===== src/rtl/core/sefm_pkg.sv =====
`timescale 1ns / 1ps
// Shared types and constants for the stereo echo FIR mixer.
// No dependencies; every other file in rtl/core imports this package.
package sefm_pkg;

	localparam int TAP_COUNT  = 8;
	localparam int SAMPLE_W   = 16;
	localparam int SEND_W     = 21;
	localparam int COEF_W     = 8;
	localparam int GAIN_W     = 8;
	localparam int SHIFT_W    = 5;
	localparam int OUT_W      = 32;
	// Eight products of the most negative sample and the most negative tap reach +2**25.
	localparam int FIR_W      = 27;
	localparam int CELL_PROD_W = SAMPLE_W + COEF_W;
	localparam int FB_PROD_W  = FIR_W + GAIN_W;
	localparam int MIX_PROD_W = SEND_W + GAIN_W;
	localparam int SUM_W      = 36;
	localparam int SEND_SHIFT = 7;
	localparam int WB_SHIFT   = 14;
	localparam int CNT_W      = $clog2(TAP_COUNT);
	localparam int CFG_DATA_W = 64;
	localparam int CFG_IDX_W  = 3;

	typedef enum logic [CFG_IDX_W-1:0] {
		REG_FIR_TAPS,
		REG_FEEDBACK_GAIN,
		REG_ECHO_GAIN_LEFT,
		REG_ECHO_GAIN_RIGHT,
		REG_MAIN_GAIN_LEFT,
		REG_MAIN_GAIN_RIGHT,
		REG_OUTPUT_SHIFT
	} cfg_reg_t;

	typedef enum logic [1:0] {
		ST_IDLE,
		ST_RUN,
		ST_PROD,
		ST_STORE
	} state_t;

	typedef struct packed {
		logic signed [SAMPLE_W-1:0] left;
		logic signed [SAMPLE_W-1:0] right;
	} sample_t;

	typedef struct packed {
		logic signed [FIR_W-1:0] left;
		logic signed [FIR_W-1:0] right;
	} fir_pair_t;

endpackage


===== src/rtl/core/sefm_cell.sv =====
`timescale 1ns / 1ps
// One FIR cell: holds one stereo history sample and adds its weighted sample
// to the partial sum handed over by its left neighbor. Depends on sefm_pkg.
module sefm_cell (
	input  logic                               clk,
	input  logic                               arst_n,
	input  logic                               shift_en,
	input  sefm_pkg::sample_t                  sample_in,
	input  logic signed [sefm_pkg::COEF_W-1:0] coef,
	input  sefm_pkg::fir_pair_t                psum_in,
	output sefm_pkg::sample_t                  sample_out,
	output sefm_pkg::fir_pair_t                psum_out
);
	import sefm_pkg::*;

	sample_t                      sample_q;
	fir_pair_t                    psum_q;
	logic signed [CELL_PROD_W-1:0] prod_left;
	logic signed [CELL_PROD_W-1:0] prod_right;

	assign prod_left  = sample_q.left * coef;
	assign prod_right = sample_q.right * coef;

	always_ff @(posedge clk or negedge arst_n) begin
		if (!arst_n) begin
			sample_q <= '0;
		end else if (shift_en) begin
			sample_q <= sample_in;
		end
	end

	// The partial sum runs every cycle; it settles one cell per cycle once
	// the history stops moving.
	always_ff @(posedge clk) begin
		psum_q.left  <= psum_in.left + FIR_W'(prod_left);
		psum_q.right <= psum_in.right + FIR_W'(prod_right);
	end

	assign sample_out = sample_q;
	assign psum_out   = psum_q;

endmodule


===== config.mk =====
export PLATFORM = sky130hd
export DESIGN_NAME = sefm_cell
export DESIGN_NICKNAME = d
export VERILOG_FILES = /design/src/rtl/core/sefm_pkg.sv /design/src/rtl/core/sefm_cell.sv
export SDC_FILE = /design/constraint.sdc
export NUM_CORES = 1
export LEC_CHECK = 0
export ABC_CLOCK_PERIOD_IN_PS = 7270
export BUFFER_PORTS_ARGS = -buffer_cell sky130_fd_sc_hd__clkbuf_2
export CAP_MARGIN = 20
export CORE_ASPECT_RATIO = 2
export CORE_MARGIN = 1.5
export CORE_UTILIZATION = 50
export DETAILED_ROUTE_END_ITERATION = 16
export PLACE_DENSITY_LB_ADDON = 0.08
export SETUP_SLACK_MARGIN = 0.1
export SLEW_MARGIN = 25
export SYNTH_ARGS = -nofsm -noshare
export SYNTH_HDL_FRONTEND = slang
export SYNTH_SLANG_ARGS = --single-unit

===== constraint.sdc =====
create_clock -name clk -period 7.27 [get_ports clk]
set_clock_uncertainty 0.15 [all_clocks]
set_input_delay 0.727 -clock clk [delete_from_list [all_inputs] [get_ports clk]]
set_output_delay 0.727 -clock clk [all_outputs]
set_load 0.03 [all_outputs]

---- Word level (Yosys, flattened, before mapping) ----
Cells that the tools add are included.
storage, ports and cells
  register bits ........................... 86
operators by class
  add/subtract/negate cells ............... 2
  multipliers ............................. 2
operators with widths
  operator        count
  $add 27x24->27  2
  $mul 16x8->24   2

---- Logic depth before layout (Yosys ltp) ----
Gate-level depths: netlist of run 1.
  depth after elaboration ................. 2
  mapped depth ............................ 21
  mapped depth without buffers ............ 20

---- Worst setup path after synthesis of run 1 ----
Ideal clock, no wire load.
  path type ............................... input to register
  start point ............................. input coef[0] (netlist name)
  end point ............................... register psum_q (netlist bit psum_out[26])
  setup time .............................. 120 ps
  data arrival time ....................... 5,418 ps
  data required time ...................... 7,000 ps
  path slack .............................. 1,582 ps
  stages .................................. 19
  path through ............................ clkbuf_1 nand2_1 fa_1 inv_1 fa_1 inv_1 fa_1 inv_1 fa_1 fa_1 ha_1 o21a_1 o31a_1 o211ai_2 a21oi_1 a211o_1 a2111oi_4 nor2_2 a211o_1
on the way
  longest elaborated chain between the ends .. 2
RTL lines
  item                RTL line         RTL
  start: declaration  sefm_cell.sv:9   input logic signed [sefm_pkg::COEF_W-1:0] coef,
  $mul 16x8->24       sefm_cell.sv:22  assign prod_right = sample_q.right * coef;
  $add 27x24->27      sefm_cell.sv:36  psum_q.right <= psum_in.right + FIR_W'(prod_right);
  end: declaration    sefm_cell.sv:17  fir_pair_t psum_q;
No other way between the ends.
A chain may end at the register's enable or synchronous reset.

---- Worst setup path after layout of run 1 ----
  start point ............................. input coef[0] (netlist name)
  end point ............................... register psum_q (netlist bit psum_out[53])
on the way
  longest elaborated chain between the ends .. 2
RTL lines
  item            RTL line         RTL
  $mul 16x8->24   sefm_cell.sv:21  assign prod_left = sample_q.left * coef;
  $add 27x24->27  sefm_cell.sv:35  psum_q.left <= psum_in.left + FIR_W'(prod_left);
No other way between the ends.

==> flow_results.xml, run 1 <==
<?xml version="1.0" encoding="UTF-8"?>
<metrics>
  <group name="critical_path">
    <metric name="worstPathRequired" unit="ns">7.39</metric>
    <metric name="r2r_slack" unit="ns">1.71</metric>
    <metric name="timing.critical_path.from_type" unit="">primary input</metric>
    <metric name="critical-path-slowest-cell" unit="">sky130_fd_sc_hd__fa_1</metric>
    <metric name="criticalPathCategory" unit="">primary input to flop</metric>
    <metric name="critPathMaxFanout" unit="">26</metric>
    <metric name="r2r_end" unit="">psum_out[26]</metric>
    <metric name="cell_seen_most_often_among_critical_path_stages" unit="">sky130_fd_sc_hd__fa_1</metric>
    <metric name="path_cells" unit="">clkbuf_2, buf_4, nand2_1, fa_1, inv_1, fa_1, inv_1, fa_1, inv_1, fa_1, fa_1, ha_1, o21a_1, o21a_1, a2bb2oi_1, a21oi_1, a311oi_1, a211o_1, o31ai_2, xnor2_1</metric>
    <metric name="crit_path_arrival_time" unit="ns">6.03</metric>
    <metric name="worstReg2RegStart" unit="">sample_out[6]</metric>
    <metric name="critical-path-max-stage-delay" unit="ns">0.53</metric>
    <metric name="crit_path_end_kind" unit="">flop</metric>
    <metric name="rr_worst_depth" unit="">18</metric>
  </group>
  <group name="global_routing">
    <metric name="grt_start_max_net_pins" unit="">33</metric>
    <metric name="number_of_global_route_vias_before_repair" unit="">10300</metric>
    <metric name="grt_antenna_before_repair" unit="">0</metric>
    <metric name="grt_overflow" unit="">0</metric>
    <metric name="grt_pass1_wl" unit="um">50700</metric>
    <metric name="grt_usage" unit="%">24.4</metric>
  </group>
  <group name="cells_and_area">
    <metric name="multi_input_comb_area" unit="um^2">10300</metric>
    <metric name="area_delta_synth_final" unit="%">11.9</metric>
    <metric name="fillerInstances" unit="">2335</metric>
    <metric name="antennaDiodeCount" unit="">0</metric>
    <metric name="layout-drive-gt1-share" unit="%">17.2</metric>
    <metric name="number_of_nets_in_the_layout" unit="">1901</metric>
    <metric name="sequential_cell_area" unit="um^2">1880</metric>
  </group>
  <group name="sta">
    <metric name="grt_setup_unrepaired" unit="">no</metric>
    <metric name="report.final.setup_viol" unit="">0</metric>
    <metric name="tightest_slew" unit="ns">0.842</metric>
    <metric name="report.final.hold_viol_count" unit="">0</metric>
    <metric name="max-slew-margin-rel" unit="%">43.9</metric>
    <metric name="timing.final.max_slew_violations" unit="">0</metric>
    <metric name="setup_tns" unit="ns">0</metric>
    <metric name="max_clock_freq" unit="MHz">169</metric>
    <metric name="final_period_minus_worst_setup_slack" unit="ns">5.91</metric>
    <metric name="layout_worst_path_cycle_share" unit="%">81.3</metric>
  </group>
  <group name="route">
    <metric name="dr_total_vias" unit="">9101</metric>
    <metric name="route.detailed.vias_per_inst" unit="">5.20</metric>
    <metric name="totalWireLength" unit="um">30300</metric>
    <metric name="initialDrtViolationCount" unit="">282</metric>
    <metric name="drt_pass1_iterations" unit="">5</metric>
    <metric name="post-route-drc-count" unit="">0</metric>
    <metric name="antenna_left" unit="">0</metric>
    <metric name="drt-wirelength-per-cell" unit="um">17.3</metric>
  </group>
  <group name="floorplan">
    <metric name="ios" unit="">183</metric>
    <metric name="fp.dieW" unit="um">117</metric>
    <metric name="floorplan_die_height" unit="um">232</metric>
    <metric name="coreArea" unit="um^2">25700</metric>
    <metric name="fp-row-count" unit="">83</metric>
    <metric name="die_area" unit="um^2">27200</metric>
    <metric name="starting_utilization_of_the_core_area" unit="%">51.0</metric>
  </group>
  <group name="synth">
    <metric name="netlist.area_leader.share" unit="%">42.9</metric>
    <metric name="yosys_warnings" unit="">0</metric>
    <metric name="mappedNetlistNets" unit="">1733</metric>
    <metric name="synth_seq_area_share" unit="%">14.4</metric>
    <metric name="post_synthesis_instance_area" unit="um^2">13100</metric>
    <metric name="synth_edf_count" unit="">0</metric>
    <metric name="synth-seq-cells" unit="">86</metric>
    <metric name="synth.top_cells.by_area" unit="">sky130_fd_sc_hd__fa_1 (43%), sky130_fd_sc_hd__ha_1 (11%), sky130_fd_sc_hd__dfxtp_1 (8.3%)</metric>
    <metric name="dominantRegCellSynth" unit="">sky130_fd_sc_hd__dfxtp_1</metric>
    <metric name="ys_types" unit="">54</metric>
    <metric name="post_synth_arst_share" unit="%">37.2</metric>
    <metric name="postSynthAreaPerCell" unit="um^2">10.6</metric>
    <metric name="yosysTopAreaCell" unit="">sky130_fd_sc_hd__fa_1</metric>
    <metric name="synthCells" unit="">1236</metric>
  </group>
  <group name="place">
    <metric name="rd_place_congestion" unit="">0.808</metric>
    <metric name="dp_hpwl" unit="um">25300</metric>
    <metric name="port-buffer-count" unit="">182</metric>
  </group>
  <group name="cts">
    <metric name="cts-buffers-inserted" unit="">9</metric>
    <metric name="cts_resized" unit="">0</metric>
    <metric name="clock-sinks" unit="">86</metric>
    <metric name="cts_max_path_buffers" unit="">2</metric>
    <metric name="clock_insertion_delay_worst_skew" unit="ns">0.38</metric>
    <metric name="cts.root.buffer_cell" unit="">sky130_fd_sc_hd__clkbuf_16</metric>
    <metric name="tritoncts" unit="">done</metric>
    <metric name="post_cts_setup_driven_buffer_insertion_count" unit="">0</metric>
    <metric name="cts_hold_buf" unit="">0</metric>
    <metric name="cts-htree-levels" unit="">3</metric>
    <metric name="clock_transition_at_the_registers_of_the_reported_paths" unit="ns">0.07</metric>
  </group>
  <group name="outcome">
    <metric name="status" unit="">finished clean</metric>
  </group>
  <group name="flow_run">
    <metric name="number_of_max_cap_violations" unit="">0</metric>
  </group>
  <group name="min_path">
    <metric name="hold_class" unit="">primary input to asynchronous set/reset pin</metric>
  </group>
</metrics>
==> layer usage <==
layer | up-vias | wire length (um) | GRT usage [%]
met5 | - | 0 | 0
met4 | 0 | 1250 | 11.0
met3 | 64 | 894 | 2.87
met2 | 221 | 18200 | 50.0
met1 | 4663 | 9950 | 24.0
li1 | 4153 | - | -
==> worst max-delay path: cells and delay by family <==
family                     cells  cell delay, ns
and+or+nand+nor                1            0.08
adders and majority gates      6            2.67
AOI/OAI and AO/OA              7            1.51
buffers and inverters          5            0.95
xor gates and xnor gates       1            0.10
==> cell usage in the layout, fill, tap and decap left out, types with 19 or more instances in the layout <==
master and n:
sky130_fd_sc_hd__fa_1 280, sky130_fd_sc_hd__inv_1 205, sky130_fd_sc_hd__clkbuf_2 182, sky130_fd_sc_hd__and2_1 147
sky130_fd_sc_hd__ha_1 120, sky130_fd_sc_hd__nand2_1 94, sky130_fd_sc_hd__dfxtp_1 54, sky130_fd_sc_hd__nor2_1 51
sky130_fd_sc_hd__xnor2_1 38, sky130_fd_sc_hd__mux2_2 32, sky130_fd_sc_hd__dfrtp_1 32, sky130_fd_sc_hd__a21oi_1 25
sky130_fd_sc_hd__o21ai_0 19
==> stage by stage <==
stage,hold WS [ns],worst slack (ns),util (%),instances,instance area (um^2)
finish,0.280,1.36,57.1,1749,14600
global route,0.346,1.04,57.1,1749,14600
global placement,0.587,1.01,55.9,1733,14300
detailed placement,0.582,0.957,55.9,1733,14300
CTS,0.292,1.36,57.1,1749,14600
floorplan,0.281,1.58,-,1236,13100
==> logic make-up after synthesis <==
kind of cell	Yosys count	share of synthesized area [%]
adders and majority gates	400	54.3
AOI/OAI and AO/OA	99	5.23
muxes	33	2.83
buffers and inverters	236	6.77
xor gates and xnor gates	51	3.41
DFF	86	14.4
and+or+nand+nor	331	13.0
==> state kept, by name, summed over array words and instances, names as in the netlist <==
register,flops
psum_out,54
sample_out,32
==> worst max-delay path by stage <==
stage                         to  startpoint  slack (ns)  cells past startpoint
detailed placement  psum_out[53]     coef[0]        0.96                     20
finish              psum_out[53]     coef[0]        1.36                     20
CTS                 psum_out[26]     coef[0]        1.36                     19
global route        psum_out[53]     coef[1]        1.04                     16
global placement    psum_out[53]     coef[0]        1.01                     20
floorplan           psum_out[26]     coef[0]        1.58                     19
==> cell type report <==
class / instances / area share (%)
timing repair buffer: 188 / 6.53
tap: 340 / 2.91
sequential: 86 / 12.9
clock buffer: 11 / 1.73
inverter: 205 / 5.26
clock inverter: 5 / 0.273
multi-input combinational: 914 / 70.4
==> synth_stat cells, drive strengths merged, types with 2 or more instances <==
library cell,instances
fa,280
inv,205
and2,147
ha,120
nand2,94
dfxtp,54
nor2,52
xnor2,38
dfrtp,32
mux2,32
clkbuf,28
a21oi,25
o21ai,20
xor2,13
o21a,10
a21o,8
nor3,8
nand2b,7
o21bai,6
a211o,5
and3,5
nand3,4
a21boi,3
buf,3
nand4,3
nor2b,3
o211ai,3
or3,3
a211oi,2
a2bb2oi,2
a31o,2
o311a,2
o31ai,2
Power of run 1 is not shown: default switching activity piles up to over one toggle a cycle in this logic, so the estimate is an artifact.
==> run 2: changes to the inputs <==
--- a/config.mk
+++ b/config.mk
@@ -5,7 +5,8 @@
 export SDC_FILE = /design/constraint.sdc
 export NUM_CORES = 1
 export LEC_CHECK = 0
-export ABC_CLOCK_PERIOD_IN_PS = 7270
+export ABC_AREA = 1
+export ABC_CLOCK_PERIOD_IN_PS = 5930
 export BUFFER_PORTS_ARGS = -buffer_cell sky130_fd_sc_hd__clkbuf_2
 export CAP_MARGIN = 20
 export CORE_ASPECT_RATIO = 2
==> constraint.sdc (replaced) <==
create_clock -name clk -period 5.93 [get_ports clk]
set_clock_uncertainty 0.15 [all_clocks]
set_input_delay 0.593 -clock clk [delete_from_list [all_inputs] [get_ports clk]]
set_output_delay 0.593 -clock clk [all_outputs]
set_load 0.03 [all_outputs]
==> run 2 against run 1 <==
First-iteration DRC count is 18% higher; synthesized cell count is 48% higher; register-to-register slack worse by 1.2 ns; final area increased by 12%; sequential share of layout area decreased by 1.4 points; utilization is 0.54 points lower; die area rose by 12%; clock-buffer cell count down 2; synthesized area increased by 13%; critical endpoint is now psum_out[24]; largest cell class unchanged.
==> flow_results.xml, run 2 <==
<?xml version="1.0" encoding="UTF-8"?>
<metrics>
  <group name="route">
    <metric name="initialDrtViolationCount" unit="">334</metric>
    <metric name="drt_pass1_iterations" unit="">5</metric>
    <metric name="antenna_left" unit="">0</metric>
    <metric name="route.detailed.vias_per_inst" unit="">4.97</metric>
    <metric name="dr_total_vias" unit="">11700</metric>
    <metric name="post-route-drc-count" unit="">0</metric>
    <metric name="drt-wirelength-per-cell" unit="um">16.5</metric>
    <metric name="totalWireLength" unit="um">38800</metric>
  </group>
  <group name="cts">
    <metric name="clock_insertion_delay_worst_skew" unit="ns">0.38</metric>
    <metric name="cts-htree-levels" unit="">3</metric>
    <metric name="clock-sinks" unit="">86</metric>
    <metric name="cts_max_path_buffers" unit="">2</metric>
    <metric name="tritoncts" unit="">done</metric>
    <metric name="post_cts_setup_driven_buffer_insertion_count" unit="">0</metric>
    <metric name="cts.root.buffer_cell" unit="">sky130_fd_sc_hd__clkbuf_16</metric>
    <metric name="cts_hold_buf" unit="">0</metric>
    <metric name="clock_transition_at_the_registers_of_the_reported_paths" unit="ns">0.08</metric>
    <metric name="cts_resized" unit="">0</metric>
    <metric name="cts-buffers-inserted" unit="">9</metric>
  </group>
  <group name="floorplan">
    <metric name="starting_utilization_of_the_core_area" unit="%">50.9</metric>
    <metric name="ios" unit="">183</metric>
    <metric name="die_area" unit="um^2">30600</metric>
    <metric name="coreArea" unit="um^2">29000</metric>
    <metric name="floorplan_die_height" unit="um">246</metric>
    <metric name="fp.dieW" unit="um">124</metric>
    <metric name="fp-row-count" unit="">88</metric>
  </group>
  <group name="critical_path">
    <metric name="r2r_slack" unit="ns">0.50</metric>
    <metric name="critPathMaxFanout" unit="">19</metric>
    <metric name="critical_path.endpoint" unit="">psum_out[24]</metric>
    <metric name="crit_path_arrival_time" unit="ns">5.57</metric>
    <metric name="crit_path_end_kind" unit="">flop</metric>
    <metric name="timing.critical_path.from_type" unit="">primary input</metric>
    <metric name="r2r_end" unit="">psum_out[51]</metric>
    <metric name="worstSetupStartpoint" unit="">coef[1]</metric>
    <metric name="rr_worst_depth" unit="">16</metric>
    <metric name="worstReg2RegStart" unit="">sample_out[31]</metric>
    <metric name="criticalPathCategory" unit="">primary input to flop</metric>
    <metric name="worstPathRequired" unit="ns">6.05</metric>
  </group>
  <group name="synth">
    <metric name="synthAdderAreaFrac" unit="%">48.2</metric>
    <metric name="yosys_warnings" unit="">0</metric>
    <metric name="synth-xor-area-share" unit="%">2.02</metric>
    <metric name="netlist.area_leader.share" unit="%">38.0</metric>
    <metric name="synth_edf_count" unit="">0</metric>
    <metric name="dominantRegCellSynth" unit="">sky130_fd_sc_hd__dfxtp_1</metric>
    <metric name="yosys-mux-area-fraction" unit="%">2.29</metric>
    <metric name="synth.top_cells.by_area" unit="">sky130_fd_sc_hd__fa_1 (38%), sky130_fd_sc_hd__nand2_1 (13%), sky130_fd_sc_hd__inv_1 (12%)</metric>
    <metric name="yosysTopAreaCell" unit="">sky130_fd_sc_hd__fa_1</metric>
    <metric name="synth_top_family_by_area" unit="">adder cells</metric>
    <metric name="post_synth_arst_share" unit="%">37.2</metric>
    <metric name="mappedNetlistNets" unit="">2324</metric>
    <metric name="synthCells" unit="">1827</metric>
    <metric name="synth_common_cells" unit="">sky130_fd_sc_hd__nand2_1 (517), sky130_fd_sc_hd__inv_1 (477), sky130_fd_sc_hd__fa_1 (280), sky130_fd_sc_hd__ha_1 (120), sky130_fd_sc_hd__nor2_1 (71)</metric>
    <metric name="synth_seq_area_share" unit="%">12.8</metric>
    <metric name="synth-simple-area-share" unit="%">18.9</metric>
    <metric name="synth-seq-cells" unit="">86</metric>
    <metric name="yosys.cell_count.top_type" unit="">sky130_fd_sc_hd__nand2_1</metric>
    <metric name="post_synthesis_instance_area" unit="um^2">14700</metric>
    <metric name="synth_compound_gate_area_share" unit="%">2.03</metric>
    <metric name="postSynthAreaPerCell" unit="um^2">8.07</metric>
    <metric name="ys_types" unit="">30</metric>
  </group>
  <group name="global_routing">
    <metric name="grt_pass1_wl" unit="um">62700</metric>
    <metric name="grt_start_max_net_pins" unit="">35</metric>
    <metric name="grt_usage" unit="%">26.5</metric>
    <metric name="grt_overflow" unit="">0</metric>
    <metric name="grt_antenna_before_repair" unit="">2</metric>
    <metric name="number_of_global_route_vias_before_repair" unit="">12900</metric>
  </group>
  <group name="min_path">
    <metric name="hold_class" unit="">primary input to asynchronous set/reset pin</metric>
  </group>
  <group name="sta">
    <metric name="tightest_slew" unit="ns">0.992</metric>
    <metric name="final_period_minus_worst_setup_slack" unit="ns">5.45</metric>
    <metric name="setup_tns" unit="ns">0</metric>
    <metric name="max_clock_freq" unit="MHz">184</metric>
    <metric name="timing.final.max_slew_violations" unit="">0</metric>
    <metric name="max-slew-margin-rel" unit="%">33.9</metric>
    <metric name="report.final.setup_viol" unit="">0</metric>
    <metric name="grt_setup_unrepaired" unit="">no</metric>
    <metric name="layout_worst_path_cycle_share" unit="%">91.9</metric>
    <metric name="report.final.hold_viol_count" unit="">0</metric>
  </group>
  <group name="cells_and_area">
    <metric name="largest_register_ff_count" unit="">54</metric>
    <metric name="most-common-layout-cells" unit="">sky130_fd_sc_hd__nand2_1 (517), sky130_fd_sc_hd__inv_1 (477), sky130_fd_sc_hd__fa_1 (280)</metric>
    <metric name="post_route_standard_cell_area_excluding_fillers" unit="um^2">16400</metric>
    <metric name="layout_commonest_cell" unit="">sky130_fd_sc_hd__nand2_1</metric>
    <metric name="utilization" unit="%">56.5</metric>
    <metric name="area_delta_synth_final" unit="%">11.1</metric>
    <metric name="layout-drive-gt1-share" unit="%">14.4</metric>
    <metric name="number_of_nets_in_the_layout" unit="">2478</metric>
  </group>
  <group name="place">
    <metric name="port-buffer-count" unit="">182</metric>
    <metric name="dp_hpwl" unit="um">33700</metric>
    <metric name="post_dp_cell_area" unit="um^2">16100</metric>
    <metric name="rd_place_congestion" unit="">0.944</metric>
  </group>
  <group name="flow_run">
    <metric name="number_of_max_cap_violations" unit="">0</metric>
  </group>
  <group name="outcome">
    <metric name="status" unit="">finished clean</metric>
  </group>
</metrics>
## run 2: final cells by class
class	instances	area [um^2]
fill	2787	12600
sequential	86	1880
tap	360	450
antenna	1	2.50
multi-input combinational	1200	10800
timing repair buffer	205	1110
clock buffer	9	225
inverter	479	1800
clock inverter	7	85.1
## run 2: per-stage QoR
step | cells | hold WS, ns | worst slack [ns]
after global routing | 2347 | 0.238 | 0.249
after global placement | 2330 | 0.586 | 0.137
after detailed placement | 2330 | 0.583 | 0.0489
final | 2347 | 0.168 | 0.482
after floorplan | 1827 | 0.147 | 1.07
after CTS | 2346 | 0.189 | 0.432
## run 2: worst min path at each step
| stage | slack [ns] | from | depth (start not counted) | to |
|---|---|---|---|---|
| final | 0.17 | arst_n | 1 | sample_out[18] |
| after global routing | 0.24 | arst_n | 1 | sample_out[5] |
| after CTS | 0.19 | arst_n | 1 | sample_out[17] |
| after detailed placement | 0.58 | sample_out[16] | 2 | sample_out[16] |
| after global placement | 0.59 | sample_out[16] | 2 | sample_out[16] |
| after floorplan | 0.15 | arst_n | 0 | sample_out[0] |
## run 2: logic make-up after synthesis
| logic type | Yosys count |
|---|---|
| buffers and inverters | 541 |
| xor gates and xnor gates | 34 |
| adders and majority gates | 400 |
| DFF | 86 |
| muxes | 30 |
| and+or+nand+nor | 682 |
| AOI/OAI and AO/OA | 54 |
## run 2: per-layer routing
layer / GRT usage, % / routed length (um) / part of all wire [%]
met5: 0 / 13 / 0.034
met4: 14.7 / 2280 / 5.9
met3: 3.76 / 1140 / 2.9
met2: 54.2 / 23100 / 60
met1: 24.1 / 12200 / 32
## run 2: critical path: stages
cell and delay [ns]:
sky130_fd_sc_hd__clkbuf_2 0.51, sky130_fd_sc_hd__nand2_1 0.11, sky130_fd_sc_hd__inv_1 0.40, sky130_fd_sc_hd__fa_1 0.53
sky130_fd_sc_hd__fa_1 0.50, sky130_fd_sc_hd__fa_1 0.55, sky130_fd_sc_hd__inv_1 0.06, sky130_fd_sc_hd__fa_1 0.48
sky130_fd_sc_hd__inv_1 0.04, sky130_fd_sc_hd__ha_1 0.27, sky130_fd_sc_hd__ha_1 0.43, sky130_fd_sc_hd__nand2_2 0.12
sky130_fd_sc_hd__nor2_1 0.22, sky130_fd_sc_hd__inv_1 0.06, sky130_fd_sc_hd__nor2_1 0.20, sky130_fd_sc_hd__nand3b_1 0.24
sky130_fd_sc_hd__nand4_1 0.17, sky130_fd_sc_hd__nand2_1 0.06
Power of run 2 is left out for the same reason.
==> run 3: changes to the inputs <==
--- a/config.mk
+++ b/config.mk
@@ -10,7 +10,6 @@
 export BUFFER_PORTS_ARGS = -buffer_cell sky130_fd_sc_hd__clkbuf_2
 export CAP_MARGIN = 20
 export CORE_ASPECT_RATIO = 2
-export CORE_MARGIN = 1.5
 export CORE_UTILIZATION = 50
 export DETAILED_ROUTE_END_ITERATION = 16
 export PLACE_DENSITY_LB_ADDON = 0.08
==> constraint.sdc (replaced) <==
create_clock -name clk -period 5.93 [get_ports clk]
set_clock_uncertainty 0.15 [all_clocks]
set_input_delay 0.8895 -clock clk [delete_from_list [all_inputs] [get_ports clk]]
set_output_delay 0.8895 -clock clk [all_outputs]
set_load 0.005 [all_outputs]
==> run 3 against run 2 <==
Worst setup slack gained 0.11 ns; first-iteration DRC count up 19%; critical path depth is the same; wire length down 1.7%; sequential cell count stayed put; final area up 0.77%; cell count increased by 0.38%; clock-buffer cell count increased by 1; maximum frequency is 2.1% higher; hold slack better by 0.25 ns; global-route usage increased by 1.1 points; utilization grew 0.44 points.
==> flow_results.xml, run 3 (synthesis gave the netlist of run 2 again) <==
<?xml version="1.0" encoding="UTF-8"?>
<metrics>
  <group name="sta">
    <metric name="layout_worst_path_cycle_share" unit="%">90.0</metric>
    <metric name="tightest_slew" unit="ns">0.932</metric>
    <metric name="report.final.setup_viol" unit="">0</metric>
    <metric name="report.final.hold_viol_count" unit="">0</metric>
    <metric name="grt_setup_unrepaired" unit="">no</metric>
    <metric name="setup_tns" unit="ns">0</metric>
    <metric name="final_period_minus_worst_setup_slack" unit="ns">5.34</metric>
    <metric name="timing.final.max_slew_violations" unit="">0</metric>
    <metric name="max-slew-margin-rel" unit="%">37.9</metric>
    <metric name="max_clock_freq" unit="MHz">187</metric>
  </group>
  <group name="global_routing">
    <metric name="grt_usage" unit="%">27.6</metric>
    <metric name="grt_pass1_wl" unit="um">62000</metric>
    <metric name="number_of_global_route_vias_before_repair" unit="">12900</metric>
    <metric name="grt_start_max_net_pins" unit="">35</metric>
    <metric name="grt_antenna_before_repair" unit="">1</metric>
    <metric name="grt_overflow" unit="">0</metric>
  </group>
  <group name="route">
    <metric name="dr_total_vias" unit="">11700</metric>
    <metric name="totalWireLength" unit="um">38100</metric>
    <metric name="antenna_left" unit="">0</metric>
    <metric name="post-route-drc-count" unit="">0</metric>
    <metric name="initialDrtViolationCount" unit="">397</metric>
    <metric name="route.detailed.vias_per_inst" unit="">4.95</metric>
    <metric name="drt_pass1_iterations" unit="">5</metric>
    <metric name="drt-wirelength-per-cell" unit="um">16.2</metric>
  </group>
  <group name="critical_path">
    <metric name="crit_path_end_kind" unit="">flop</metric>
    <metric name="r2r_end" unit="">psum_out[51]</metric>
    <metric name="worstPathRequired" unit="ns">6.05</metric>
    <metric name="criticalPathCategory" unit="">primary input to flop</metric>
    <metric name="critPathMaxFanout" unit="">18</metric>
    <metric name="timing.critical_path.from_type" unit="">primary input</metric>
    <metric name="r2r_slack" unit="ns">0.68</metric>
    <metric name="worstReg2RegStart" unit="">sample_out[31]</metric>
    <metric name="rr_worst_depth" unit="">17</metric>
    <metric name="crit_path_arrival_time" unit="ns">5.46</metric>
  </group>
  <group name="cells_and_area">
    <metric name="layout_commonest_cell" unit="">sky130_fd_sc_hd__nand2_1</metric>
    <metric name="number_of_nets_in_the_layout" unit="">2488</metric>
    <metric name="multi_input_comb_area" unit="um^2">10800</metric>
    <metric name="post_route_standard_cell_area_excluding_fillers" unit="um^2">16500</metric>
    <metric name="largest_register_ff_count" unit="">54</metric>
    <metric name="sequential_cell_area" unit="um^2">1880</metric>
    <metric name="area_delta_synth_final" unit="%">11.9</metric>
    <metric name="antennaDiodeCount" unit="">0</metric>
    <metric name="fillerInstances" unit="">2831</metric>
    <metric name="most-common-layout-cells" unit="">sky130_fd_sc_hd__nand2_1 (517), sky130_fd_sc_hd__inv_1 (477), sky130_fd_sc_hd__fa_1 (280)</metric>
    <metric name="layout-drive-gt1-share" unit="%">14.7</metric>
  </group>
  <group name="flow_run">
    <metric name="number_of_max_cap_violations" unit="">0</metric>
  </group>
  <group name="place">
    <metric name="rd_place_congestion" unit="">0.920</metric>
    <metric name="dp_hpwl" unit="um">33200</metric>
    <metric name="port-buffer-count" unit="">182</metric>
    <metric name="post_dp_cell_area" unit="um^2">16200</metric>
  </group>
  <group name="min_path">
    <metric name="hold_class" unit="">flop to flop</metric>
    <metric name="timing.hold.worst.start" unit="">sample_out[23]</metric>
    <metric name="hold_path_depth" unit="">1</metric>
    <metric name="timing.hold.worst_endpoint" unit="">sample_out[23]</metric>
  </group>
  <group name="floorplan">
    <metric name="die_area" unit="um^2">30200</metric>
    <metric name="coreArea" unit="um^2">29000</metric>
    <metric name="fp.dieW" unit="um">123</metric>
    <metric name="ios" unit="">183</metric>
    <metric name="starting_utilization_of_the_core_area" unit="%">50.9</metric>
    <metric name="fp-row-count" unit="">88</metric>
    <metric name="floorplan_die_height" unit="um">245</metric>
  </group>
  <group name="cts">
    <metric name="cts-htree-levels" unit="">3</metric>
    <metric name="cts_resized" unit="">0</metric>
    <metric name="cts.root.buffer_cell" unit="">sky130_fd_sc_hd__clkbuf_16</metric>
    <metric name="cts_hold_buf" unit="">0</metric>
    <metric name="clock_transition_at_the_registers_of_the_reported_paths" unit="ns">0.07</metric>
    <metric name="post_cts_setup_driven_buffer_insertion_count" unit="">0</metric>
    <metric name="clock_insertion_delay_worst_skew" unit="ns">0.39</metric>
    <metric name="cts_max_path_buffers" unit="">2</metric>
    <metric name="clock-sinks" unit="">86</metric>
    <metric name="cts-buffers-inserted" unit="">9</metric>
    <metric name="tritoncts" unit="">done</metric>
  </group>
  <group name="outcome">
    <metric name="status" unit="">finished clean</metric>
  </group>
</metrics>
[run 3: area by class of cell]
| class | count | share of cell area [%] |
|---|---|---|
| Clock inverter | 6 | 0.440 |
| Timing Repair Buffer | 215 | 7.55 |
| Multi-Input combinational cell | 1200 | 65.6 |
| Inverter | 479 | 10.9 |
| Sequential cell | 86 | 11.4 |
| Clock buffer | 10 | 1.39 |
| Tap cell | 360 | 2.73 |
[run 3: how the worst max path moves through the flow]
stage	startpoint	end	slack [ns]	cells after the start
after floorplan	coef[0]	psum_out[26]	0.94	19
after global placement	coef[4]	psum_out[21]	0.30	18
after detailed placement	coef[4]	psum_out[21]	0.27	18
after CTS	coef[1]	psum_out[21]	0.65	17
after global routing	coef[4]	psum_out[25]	0.42	18
final	coef[4]	psum_out[51]	0.59	18
[run 3: critical path: stages]
cell and delay [ns]:
sky130_fd_sc_hd__clkbuf_2 0.46, sky130_fd_sc_hd__nand2_1 0.14, sky130_fd_sc_hd__fa_1 0.57, sky130_fd_sc_hd__inv_1 0.21, sky130_fd_sc_hd__fa_1 0.44, sky130_fd_sc_hd__inv_1 0.09, sky130_fd_sc_hd__fa_1 0.39, sky130_fd_sc_hd__inv_1 0.08
sky130_fd_sc_hd__fa_1 0.41, sky130_fd_sc_hd__ha_1 0.29, sky130_fd_sc_hd__ha_1 0.39, sky130_fd_sc_hd__nand2_1 0.15, sky130_fd_sc_hd__nor2_1 0.16, sky130_fd_sc_hd__inv_1 0.10, sky130_fd_sc_hd__nor2_2 0.16, sky130_fd_sc_hd__nand4_1 0.27
sky130_fd_sc_hd__nand4_1 0.20, sky130_fd_sc_hd__nand2_1 0.06
[run 3: layer usage]
metal	routed length [um]	track usage, %	vias up
li1	-	-	5594
met1	12200	25.4	5745
met2	22800	55.0	214
met3	961	3.60	105
met4	2100	15.8	2
met5	10	0	-
[run 3: stage by stage]
step | worst slack [ns] | cells | hold slack, ns | utilization (%)
6_report | 0.593 | 2356 | 0.423 | 57.0
5_1_grt | 0.422 | 2356 | 0.457 | 57.0
4_1_cts | 0.651 | 2356 | 0.425 | 57.0
3_5_place_dp | 0.266 | 2340 | 0.411 | 55.9
3_3_place_gp | 0.298 | 2340 | 0.419 | 55.9
2_1_floorplan | 0.944 | 1827 | 0.444 | -
Power of run 3 is left out for the same reason.
